$ cat src/rtl/core/kmsd_pkg.sv
// shared types, constants and helpers for the key matrix scan debouncer
// no dependencies; imported by kmsd_matrix, key_matrix_scan_debouncer, kmsd_checker and the testbench
package kmsd_pkg;

    localparam int ROW_W     = 3;
    localparam int PIN_W     = 16;
    localparam int CNT_W     = 8;
    localparam int CFG_IDX_W = 1;
    localparam int CFG_DAT_W = 8;

    localparam logic [CNT_W-1:0] DEBOUNCE_RESET = 8'd5;

    // configuration register indexes
    localparam logic [CFG_IDX_W-1:0] CFG_DEBOUNCE_SCANS   = 1'b0;
    localparam logic [CFG_IDX_W-1:0] CFG_PINS_ACTIVE_HIGH = 1'b1;

    typedef struct packed {
        logic [ROW_W-1:0] row_index;
        logic [PIN_W-1:0] column_pins;
        logic             end_of_scan;
    } t_item;

    typedef struct packed {
        logic [CNT_W-1:0] debounce_scans;
        logic             pins_active_high;
    } t_cfg;

    typedef struct packed {
        logic [PIN_W-1:0] stable_row;
        logic             row_changed;
        logic             settled;
        logic             committed;
        logic [CNT_W-1:0] pressed_count;
    } t_result;

    function automatic logic [4:0] popcount16(input logic [PIN_W-1:0] v);
        logic [4:0] n;
        n = '0;
        for (int i = 0; i < PIN_W; i++) begin
            n = n + 5'(v[i]);
        end
        return n;
    endfunction

endpackage

$ cat src/rtl/core/key_matrix_scan_debouncer.sv
// top level of the key matrix scan debouncer: input register, result register,
// configuration registers; depends on kmsd_pkg and kmsd_matrix
//
// usage:
//   input channel  i_valid / o_stall carries one row sample per item
//   (row index, raw column pins, end-of-scan mark); taken when i_valid && !o_stall
//   output channel o_valid / i_stall carries one result per item
//   (stable row, row changed, settled, committed, pressed key count)
//   config port    i_cfg_we / i_cfg_idx / i_cfg_data, written while i_cfg_we is high:
//   index 0 debounce reload in full scans (0 acts as 1), index 1 pin polarity
// path: an accepted item waits in the input register, then steps into the result register
// throughput: one item per clock while the receiver does not stall; the row update,
//   countdown step and commit are combinational between the input and result registers
// reset (synchronous, active low): all rows cleared, countdown and reload 5,
//   polarity active low, both channels empty
// stalls: a held result keeps the next item in the input register; o_stall
//   rises only when both registers are full and the receiver stalls
module key_matrix_scan_debouncer #(
    parameter int ROWS = 8,
    parameter int COLS = 16
) (
    input  logic                              i_clk,
    input  logic                              i_rst_n,
    input  logic                              i_valid,
    output logic                              o_stall,
    input  logic [kmsd_pkg::ROW_W-1:0]        i_row_index,
    input  logic [kmsd_pkg::PIN_W-1:0]        i_column_pins,
    input  logic                              i_end_of_scan,
    output logic                              o_valid,
    input  logic                              i_stall,
    output logic [kmsd_pkg::PIN_W-1:0]        o_stable_row,
    output logic                              o_row_changed,
    output logic                              o_settled,
    output logic                              o_committed,
    output logic [kmsd_pkg::CNT_W-1:0]        o_pressed_count,
    input  logic                              i_cfg_we,
    input  logic [kmsd_pkg::CFG_IDX_W-1:0]    i_cfg_idx,
    input  logic [kmsd_pkg::CFG_DAT_W-1:0]    i_cfg_data
);
    import kmsd_pkg::*;

    logic    r_in_valid;
    t_item   r_item;
    logic    r_out_valid;
    t_result r_res;
    t_cfg    r_cfg;
    t_result step_res;
    logic    advance;
    logic    in_accept;

    assign advance   = r_in_valid && (!r_out_valid || !i_stall);
    assign o_stall   = r_in_valid && !advance;
    assign in_accept = i_valid && !o_stall;

    kmsd_matrix #(
        .ROWS (ROWS),
        .COLS (COLS)
    ) u_matrix (
        .i_clk   (i_clk),
        .i_rst_n (i_rst_n),
        .i_step  (advance),
        .i_item  (r_item),
        .i_cfg   (r_cfg),
        .o_res   (step_res)
    );

    always_ff @(posedge i_clk) begin
        if (!i_rst_n) begin
            r_in_valid <= 1'b0;
        end else if (in_accept) begin
            r_in_valid <= 1'b1;
        end else if (advance) begin
            r_in_valid <= 1'b0;
        end
        if (in_accept) begin
            r_item.row_index   <= i_row_index;
            r_item.column_pins <= i_column_pins;
            r_item.end_of_scan <= i_end_of_scan;
        end
    end

    always_ff @(posedge i_clk) begin
        if (!i_rst_n) begin
            r_out_valid <= 1'b0;
        end else if (advance) begin
            r_out_valid <= 1'b1;
        end else if (!i_stall) begin
            r_out_valid <= 1'b0;
        end
        if (advance) begin
            r_res <= step_res;
        end
    end

    always_ff @(posedge i_clk) begin
        if (!i_rst_n) begin
            r_cfg.debounce_scans   <= DEBOUNCE_RESET;
            r_cfg.pins_active_high <= 1'b0;
        end else if (i_cfg_we) begin
            case (i_cfg_idx)
                CFG_DEBOUNCE_SCANS:   r_cfg.debounce_scans   <= i_cfg_data;
                CFG_PINS_ACTIVE_HIGH: r_cfg.pins_active_high <= i_cfg_data[0];
                default: begin
                end
            endcase
        end
    end

    assign o_valid         = r_out_valid;
    assign o_stable_row    = r_res.stable_row;
    assign o_row_changed   = r_res.row_changed;
    assign o_settled       = r_res.settled;
    assign o_committed     = r_res.committed;
    assign o_pressed_count = r_res.pressed_count;

`ifndef SYNTHESIS
    a_commit_settled: assert property (@(posedge i_clk) disable iff (!i_rst_n)
        r_out_valid |-> (!r_res.committed || r_res.settled))
        else $error("commit reported while not settled");

    a_item_waits: assert property (@(posedge i_clk) disable iff (!i_rst_n)
        (r_in_valid && r_out_valid && i_stall) |=> (r_in_valid && $stable(r_item)))
        else $error("pending item lost while output stalled");

    a_result_fresh: assert property (@(posedge i_clk) disable iff (!i_rst_n)
        advance |=> r_out_valid)
        else $error("stepped item produced no result");
`endif

endmodule

$ cat src/rtl/core/kmsd_matrix.sv
// pending and stable row storage, shared countdown and key counts
// depends on kmsd_pkg; one step per item, result is combinational
module kmsd_matrix #(
    parameter int ROWS = 8,
    parameter int COLS = 16
) (
    input  logic              i_clk,
    input  logic              i_rst_n,
    input  logic              i_step,
    input  kmsd_pkg::t_item   i_item,
    input  kmsd_pkg::t_cfg    i_cfg,
    output kmsd_pkg::t_result o_res
);
    import kmsd_pkg::*;

    localparam int RIW = (ROWS > 1) ? $clog2(ROWS) : 1;
    localparam int TW  = $clog2(ROWS * COLS + 1);
    localparam int SW  = TW + 6;

    logic [COLS-1:0]  r_pending [ROWS];
    logic [COLS-1:0]  r_stable  [ROWS];
    logic [CNT_W-1:0] r_countdown;
    logic [TW-1:0]    r_pending_total;
    logic [TW-1:0]    r_stable_total;

    logic [PIN_W-1:0] pins_pressed;
    logic [COLS-1:0]  sample;
    logic             in_range;
    logic [RIW-1:0]   idx;
    logic [COLS-1:0]  old_row;
    logic             changed;
    logic [CNT_W-1:0] reload;
    logic [CNT_W-1:0] cnt_mid;
    logic [CNT_W-1:0] n_countdown;
    logic             commit;
    logic [TW-1:0]    n_pending_total;
    logic [TW-1:0]    n_stable_total;
    logic [COLS-1:0]  srow;

    always_comb begin
        pins_pressed = i_cfg.pins_active_high ? i_item.column_pins : ~i_item.column_pins;
        sample       = pins_pressed[COLS-1:0];
        in_range     = (32'(i_item.row_index) < ROWS);
        idx          = in_range ? RIW'(i_item.row_index) : '0;
        old_row      = r_pending[idx];
        changed      = in_range && (old_row != sample);
        reload       = (i_cfg.debounce_scans == '0) ? CNT_W'(1) : i_cfg.debounce_scans;
        cnt_mid      = changed ? reload : r_countdown;

        n_pending_total = r_pending_total;
        if (changed) begin
            n_pending_total = TW'(SW'(r_pending_total) - SW'(popcount16(PIN_W'(old_row)))
                                  + SW'(popcount16(PIN_W'(sample))));
        end

        n_countdown = cnt_mid;
        commit      = 1'b0;
        if (i_item.end_of_scan && (cnt_mid != '0)) begin
            n_countdown = cnt_mid - CNT_W'(1);
            commit      = (n_countdown == '0);
        end

        n_stable_total = commit ? n_pending_total : r_stable_total;

        // after a commit this row's stable copy equals the fresh sample
        if (!in_range) begin
            srow = '0;
        end else if (commit) begin
            srow = sample;
        end else begin
            srow = r_stable[idx];
        end

        o_res.stable_row    = PIN_W'(srow);
        o_res.row_changed   = changed;
        o_res.settled       = (n_countdown == '0);
        o_res.committed     = commit;
        o_res.pressed_count = (32'(n_stable_total) > 255) ? 8'hFF : CNT_W'(n_stable_total);
    end

    always_ff @(posedge i_clk) begin
        if (!i_rst_n) begin
            for (int r = 0; r < ROWS; r++) begin
                r_pending[r] <= '0;
                r_stable[r]  <= '0;
            end
            r_countdown     <= DEBOUNCE_RESET;
            r_pending_total <= '0;
            r_stable_total  <= '0;
        end else if (i_step) begin
            if (changed) begin
                r_pending[idx] <= sample;
            end
            if (commit) begin
                // the sampled row takes its fresh sample, every other row its pending copy
                for (int r = 0; r < ROWS; r++) begin
                    if (in_range && (RIW'(r) == idx)) begin
                        r_stable[r] <= sample;
                    end else begin
                        r_stable[r] <= r_pending[r];
                    end
                end
            end
            r_countdown     <= n_countdown;
            r_pending_total <= n_pending_total;
            r_stable_total  <= n_stable_total;
        end
    end

`ifndef SYNTHESIS
    a_countdown_holds: assert property (@(posedge i_clk) disable iff (!i_rst_n)
        !i_step |=> $stable(r_countdown))
        else $error("countdown moved without an item");

    a_stable_holds: assert property (@(posedge i_clk) disable iff (!i_rst_n)
        (i_step && !commit) |=> $stable(r_stable_total))
        else $error("stable count moved without a commit");

    a_commit_zero: assert property (@(posedge i_clk) disable iff (!i_rst_n)
        (i_step && commit) |=> (r_countdown == '0 && r_stable_total == r_pending_total))
        else $error("commit left countdown or counts inconsistent");
`endif

endmodule

$ cat config.mk
export PLATFORM = sky130hd
export DESIGN_NAME = key_matrix_scan_debouncer
export DESIGN_NICKNAME = d
export VERILOG_FILES = /design/src/rtl/core/kmsd_pkg.sv /design/src/rtl/core/key_matrix_scan_debouncer.sv /design/src/rtl/core/kmsd_matrix.sv
export SDC_FILE = /design/constraint.sdc
export NUM_CORES = 1
export LEC_CHECK = 0
export ABC_AREA = 1
export BUFFER_PORTS_ARGS = -buffer_cell sky130_fd_sc_hd__buf_2
export CAP_MARGIN = 20
export CORE_MARGIN = 4
export CORE_UTILIZATION = 50
export CTS_BUF_LIST = sky130_fd_sc_hd__clkbuf_2 sky130_fd_sc_hd__clkbuf_4 sky130_fd_sc_hd__clkbuf_8
export CTS_CLUSTER_SIZE = 24
export DETAILED_ROUTE_END_ITERATION = 6
export PLACE_DENSITY_LB_ADDON = 0.05
export SYNTH_ARGS = -nofsm -noshare
export SYNTH_HDL_FRONTEND = slang
export SYNTH_SLANG_ARGS = --single-unit
$ cat constraint.sdc
create_clock -name i_clk -period 18.5 [get_ports i_clk]
set_input_delay 3.7 -clock i_clk [delete_from_list [all_inputs] [get_ports i_clk]]
set_output_delay 3.7 -clock i_clk [all_outputs]
set_load 0.005 [all_outputs]
==> metrics list, run 1 <==
- Result of the run: completed
- Chip width: 202 um
* Data required time at the worst endpoint: between 15000 and 20000 ps
- Library cells used by synthesis: between 40 and 50
- For this run, design rule violations remaining after detail routing come to 0.
* Fraction of the yosys area taken by sequential cells: between 50% and 60%
- Share of cells above drive strength 1: 13.9%
- After synthesis, the largest family of logic cells by area is simple AND/OR/NAND/NOR gates.
* Pwr Density: 140 mW/mm2
- Simple-gate share of the synthesized area: a little under a quarter
- Worst Max-Slew Pin Slew: 1230 ps
* Setup repair after global routing missed its margin: false
- Syn Std Cell Area: 0.0188 mm2
- Setup total negative slack: 0 ps
* Leading post-synthesis cells by cell area: sky130_fd_sc_hd__edfxtp_1 48%, sky130_fd_sc_hd__nand2_1 10%, sky130_fd_sc_hd__nor2_1 7.5%
* Area growth from synthesis to layout: 9.44%
- Post_cts resized: 0
* CP max-delay cell: sky130_fd_sc_hd__clkinv_2
* Worst EP arrival: roughly 9000 ps
- Global routing consumed, over all layers together, roughly 28% of the routing resources.
* Synthesized-area fraction occupied by xor and xnor cells: around 2.5%
* Kind of critical path: reg2reg
- Static timing analysis puts the maximum clock frequency at ~120 MHz.
- Height of the chip: ~200 um
* Number of DRC violations after detailed-routing iteration 0: 1651
* Proportion of register bits with asynchronous set or reset after synthesis: 0%
- Detailed routing inserted a total of between 10000 and 15000 vias.
* Clock latency on the worst-skew pair: just under 700 ps
* Utilization after layout: 55.9%
- Wire length reported by the detailed router: roughly 58000 um
* Diode count: 0
- The count of nets left with antenna violations once routing finished came out at 0.
* Post-CTS clock slew at the launch and capture registers of the worst setup and hold paths: approximately 60 ps
- Buffers inserted to repair hold after CTS numbered 0.
- FF+latch count, synth: 341
- Share of the synthesized area in compound gates (AO/OA/AOI/OAI): a little over a tenth
- By instance count, the leading cell after synthesis is sky130_fd_sc_hd__nand2_1.
* VDD IR-drop max: a little over 0.0003 V
- The synthesized design devotes to its leading area cell type between 40% and 50% of total area.
- Crit end category: register
- The total area inside the core boundary comes to 0.0369 mm2.
* Synthesis Warnings: 0
- Avg Vias per Cell: 5.55
- Global routing finished with a remaining overflow of 0.
* Avg WL per Cell: 21.3 um
- Site row count: 70
- Post-Synth Adder-Cell Area: between 3 and 4%
- Summed over all cells, the static leakage comes to ~8.9 nW.
- The number of pins exceeding their max-slew limit in the final report is 0.
- STA classifies the critical path startpoint as a register.
* Clk buf depth: 3
- Num ports: 63
- Number of flops mapped to enable cells by yosys: 303
* Fraction of synthesized area in multiplexers: 0%
- Worst Path Max Fanout: 70
* First-pass iteration count of the detailed router: 6
* Clock Root Buffer: sky130_fd_sc_hd__clkbuf_8
- Total clock buffers created by CTS: 59
* Post-Synthesis Mean Instance Area: between 8 and 9 um2
- Post-CTS Setup Inserts: 0
* Final count of negative-setup-slack endpoints: 0
- The worst pin sits at a relative slew slack of between 15 and 20%.
- Via count of the first global-routing pass: 14400
* Primary FF master, synth: sky130_fd_sc_hd__edfxtp_1
- Top cell types by occurrence after synthesis: 515 x sky130_fd_sc_hd__nand2_1, 374 x sky130_fd_sc_hd__nor2_1, 303 x sky130_fd_sc_hd__edfxtp_1
* Nets: about 2200
* Hold Crit Start: r_cfg[0]$_SDFFE_PN0P_
- Synthesis produced a netlist with a net count of approximately 2200.
* Final hold violations: 0
* H-tree depth reported by CTS: 2
- Initial core utilization: between 50% and 60%
- The tightest min-delay check is of the reg2reg type.
- The initial antenna violation count is 0.
- Maximum clock skew at final layout: ~38 ps
* Synthesized instance count: 2127
- Cell family with the largest share of critical-path delay: adder cells
* Die outline area: 0.0408 mm2
* Most frequent cell on the critical path: sky130_fd_sc_hd__fa_1
- Entering global routing, the biggest net connects roughly 70 pins.
* Wire length of the first global-routing pass: 87600 um
- Half-perimeter wire length after detailed placement: roughly 38000 um
- Final Critical Period: 8450 ps
* MaxCap Viol Count: 0
* Final period utilization: around 46%
* Worst path buffer plus inverter count: 6
* Count of clock tree sinks: around 340
* TritonCTS clock tree: built
* Yosys top cell by area: sky130_fd_sc_hd__edfxtp_1
- Weighted congestion reported at the end of routability-driven placement: around 0.96
* Maximum cell stage delay along the critical path: 670 ps
* Input/output buffers: 62
-- cell families (layout without fill, tap and decap cells) --
group / Yosys count / in the layout
adders and majority gates: 45 / 45
buffers and inverters: 371 / 439
xor gates and xnor gates: 31 / 31
and+or+nand+nor: 1045 / 1045
AOI/OAI and AO/OA: 294 / 294
DFF: 341 / 341
-- metal layers --
metal | track usage (%) | wire length [um] | share of wire [%] | vias up
met5 | 0 | 0 | 0 | -
met4 | 9.11 | 1640 | 2.8 | 0
met3 | 5.02 | 4750 | 8.3 | 94
met2 | 41.8 | 25200 | 44 | 672
met1 | 41.4 | 26000 | 45 | 7191
li1 | - | - | - | 7010
-- placed cells by master (no fill, tap or decap), drive strengths merged, types with 61 or more instances in the layout --
| cell type | n |
|---|---|
| inv | 243 |
| nand3 | 114 |
| buf | 89 |
| nor2 | 382 |
| a211oi | 61 |
| clkbuf | 93 |
| edfxtp | 303 |
| nand2 | 523 |
| a21oi | 75 |
| o21ai | 118 |
-- worst register-to-register path, delay by kind of cell (launching register included) --
family,cells,cell delay (ps)
flops,1,590
xor+xnor,2,410
compound gates,9,1140
simple gates,6,690
fa+ha+maj,9,4050
buf+inv,6,1500
-- state kept, by name, indices dropped and copies added, names as in the netlist, named ones only --
name / cells
o_pressed_count: 8
r_cfg: 9
u_matrix.r_countdown: 8
u_matrix.r_pending: 128
o_committed: 1
u_matrix.r_stable: 128
o_row_changed: 1
o_settled: 1
r_item: 20
r_in_valid: 1
o_stable_row: 16
o_valid: 1
u_matrix.r_stable_total: 8
u_matrix.r_pending_total: 8
-- path summary, 6_finish.rpt --
check | to | slack (ps) | cells after the start
setup / recovery | u_matrix.r_stable_total[7]$_SDFFE_PN0P_ | 10050 | 32
setup reg to reg | u_matrix.r_stable_total[7]$_SDFFE_PN0P_ | 10050 | 32
hold / removal | r_cfg[0]$_SDFFE_PN0P_ | 460 | 2
hold reg to reg | r_cfg[0]$_SDFFE_PN0P_ | 460 | 2
-- power by group --
group / internal [mW] / switching [mW] / total [mW]
combinational: 0.470 / 0.822 / 1.29
sequential: 0.890 / 0.0210 / 0.911
clock: 0.369 / 0.320 / 0.690
-- area by class of cell --
class / count / area [um2]
fill: 3408 / 16300
sequential: 341 / 9870
multi-input combinational: 1415 / 7530
clock buffer: 93 / 1090
inverter: 244 / 918
tap: 504 / 631
timing repair buffer: 89 / 513
clock inverter: 13 / 62.6
-- through the flow --
stage	total power, mW	cells	worst slack [ps]	hold WS, ps	instance area, um2
final	2.89	2699	10050	459	20600
after global routing	3.18	2699	9370	490	20600
after CTS	2.91	2699	10120	465	20600
after detailed placement	2.21	2593	10160	456	19500
after global placement	2.19	2593	10270	450	19500
after floorplan	1.89	2127	10900	430	18800
Note: power is estimated with default switching activity, not from simulation.
==> inputs of run 2 (changes only) <==
- clock period: 18.5 -> 8.38 ns (I/O delays scaled with it)
==> metrics list, run 2 (synthesis gave the netlist of run 1 again) <==
* Wire length of the first global-routing pass: 89400 um (+2.0%)
- Nets: 2243 (+0.63%)
* Total number of vias: 15000 (-0.020%)
- Remaining antenna violation count after routing: 0 (unchanged)
* Wire length reported by the detailed router: 59700 um (+3.7%)
- The final cell area excluding filler cells came to 0.0208 mm2 (+0.90%).
* Avg Vias per Cell: 5.51 (-0.61%)
- Final count of negative-setup-slack endpoints: 0 (unchanged)
* Total core area: 0.0369 mm2 (unchanged)
- Final hold violations: 0 (unchanged)
* Number of DRC violations after detailed-routing iteration 0: 1749 (+5.9%)
- The library cell used most frequently in the layout, excluding fill and tap cells, is sky130_fd_sc_hd__nand2_1.
* Initial core utilization: 51.1% (unchanged)
* Diode count: 0 (unchanged)
- The maximum fanout count along the critical path was 36 (-49%).
- The startpoint identified for the worst hold timing path is u_matrix.r_stable_total[1]$_SDFFE_PN0P_.
* Static power due to leakage: 9.00 nW (+0.99%)
* TritonCTS clock tree: built
* MaxCap Viol Count: 0 (unchanged)
- The highest ir drop seen on vdd is 0.000603 V (+100%).
- Result of the run: completed
* Share of cells above drive strength 1: 14.1% (+0.17 points)
- Critical R2R Capture: u_matrix.r_stable_total[7]$_SDFFE_PN0P_
- Post-route DRC violation count: 0 (unchanged)
* Chip width: 202 um (unchanged)
* Achievable frequency: 132 MHz (+11%)
- The via count of the first global-routing pass is 14200 (-1.3%).
* Post-CTS clock slew at the launch and capture registers of the worst setup and hold paths: 60 ps (about the same)
* Dpl cell area: 0.0196 mm2 (+0.71%)
- Post_cts resized: 0 (unchanged)
* Num ports: 63 (unchanged)
* Area of the multi-input gates: 0.00753 mm2 (unchanged)
* Pwr Density: 314 mW/mm2 (+120%)
* Crit end category: register
* Worst Max-Slew Pin Slew: 1010 ps (-224 ps)
- The clock sink count came to 341 (unchanged).
- The die extent in y was 202 um (unchanged).
* Layout fillers: 3383 (-0.73%)
- Worst Setup Start Kind: register
- Weighted congestion reported at the end of routability-driven placement: 0.975 (+1.6%)
- The TritonCTS buffer count came to 59 (unchanged).
- Half-perimeter wire length after detailed placement: 41000 um (+7.8%)
- Sink of the worst hold path: u_matrix.r_stable_total[1]$_SDFFE_PN0P_
- The clock skew came to 38.8 ps (+1.24 ps).
- The total of buffers placed on input and output ports is 62 (unchanged).
* Most frequent cell on the critical path: sky130_fd_sc_hd__fa_1
* Pwr Total: 6.53 mW (+130%)
- Site row count: 70 (unchanged)
- The post-CTS setup buffer count was 0 (unchanged).
* CP max-delay cell: sky130_fd_sc_hd__dfxtp_2
- The maximum number of buffers from clock root to sink came to 3 (unchanged).
- Worst Hold Path Cells: 2 (unchanged)
- The number of pins exceeding their max-slew limit in the final report came to 0 (unchanged).
* First-pass iteration count of the detailed router: 5 (-1)
- The clock insertion delay at the later pin of the skew report came to 680 ps (about the same).
- Avg WL per Cell: 22.0 um (+3.1%)
- Kind of critical path: reg2reg
- Class of the tightest hold or removal check: reg2reg
- The largest stage delay on the critical path came to 600 ps (-70 ps).
- Hold Slack: 473 ps (+14.0 ps)
- Seq. cell area: 0.00987 mm2 (unchanged)
* Final Critical Period: 7590 ps (-855 ps)
- Clock Root Buffer: sky130_fd_sc_hd__clkbuf_8
* Setup repair after global routing missed its margin: false
* Data required time at the worst endpoint: 8950 ps (-10110 ps)
* H-tree depth reported by CTS: 2 (unchanged)
- Final period utilization: 90.6% (+45 points)
- Global-route total usage across every layer: 28.9% (+0.95 points)
- Utilization after layout: 56.4% (+0.50 points)
- Remaining global-route overflow: 0 (unchanged)
- Number of antenna violations at the first check in global routing: 0 (unchanged)
* Setup total negative slack: 0 ps (unchanged)
- The signal arrival time at the worst endpoint is 8160 ps (-840 ps).
- Leading cell types in the layout, fill and taps excluded: 515 x sky130_fd_sc_hd__nand2_1, 373 x sky130_fd_sc_hd__nor2_1, 303 x sky130_fd_sc_hd__edfxtp_1
* Largest registers: u_matrix.r_pending (128), u_matrix.r_stable (128), r_item (20)
* Post-CTS Hold Fix Bufs: 0 (unchanged)
- The die footprint is 0.0408 mm2 (unchanged).
- Maximum number of pins on one net before global-route repair: 137 (+93%)
- Depth of the worst register-to-register path: 29 (-9.4%)
* Area growth from synthesis to layout: 10.4%
* Max transition margin: 32.7% (+15 points)
- Reg-to-reg slack, setup: 790 ps (-9260 ps)
==> run 2: changes by cell type in the layout (fill, tap and decap cells not counted), sizes merged <==
cell    previous run  this run
buf               89       103
clkbuf            93        76
bufinv             0         4
clkinv            13        28
==> run 2: area by class of cell <==
cell class / instances / area share [%]
Sequential cell: 341 / 47.5
Inverter: 244 / 4.42
Tap cell: 504 / 3.03
Multi-Input combinational cell: 1415 / 36.2
Clock buffer: 76 / 4.52
Timing Repair Buffer: 103 / 3.13
Clock inverter: 32 / 1.23
==> run 2: how the worst max path moves through the flow <==
stage,end,slack (ps),cells past startpoint,from
floorplan,u_matrix.r_stable_total[7]$_SDFFE_PN0P_,1760,32,register
detailed placement,u_matrix.r_stable_total[7]$_SDFFE_PN0P_,880,29,register
CTS,u_matrix.r_stable_total[7]$_SDFFE_PN0P_,840,29,register
global placement,u_matrix.r_stable_total[7]$_SDFFE_PN0P_,980,29,register
finish,u_matrix.r_stable_total[7]$_SDFFE_PN0P_,790,29,register
global route,u_matrix.r_stable_total[7]$_SDFFE_PN0P_,330,29,register
==> run 2: where the power goes <==
part           total, mW  switching, mW  internal (mW)  leakage (nW)
Clock               1.57          0.717          0.857         0.628
Combinational       2.94           1.89           1.05          4.99
Sequential          2.01         0.0469           1.96          3.38
==> run 2: critical path, delay by kind of cell (launching register included) <==
kind	cells	cell delay, ps
compound gates	8	1100
xor+xnor	2	410
fa+ha+maj	8	3890
buf+inv	6	1020
flops	1	600
simple gates	5	460
==> run 2: metrics by stage <==
step           instances  setup WS (ps)
6_report            2715            790
5_1_grt             2715            332
4_1_cts             2715            843
3_5_place_dp        2607            875
3_3_place_gp        2606            983
2_1_floorplan       2127           1760
==> run 2: per-layer routing <==
layer | global-route usage (%) | vias to the layer above | part of all wire (%)
met5 | 0 | - | 0
met4 | 8.25 | 0 | 2.5
met3 | 5.57 | 79 | 9.5
met2 | 43.9 | 739 | 44
met1 | 42.4 | 7097 | 44
li1 | - | 7049 | -
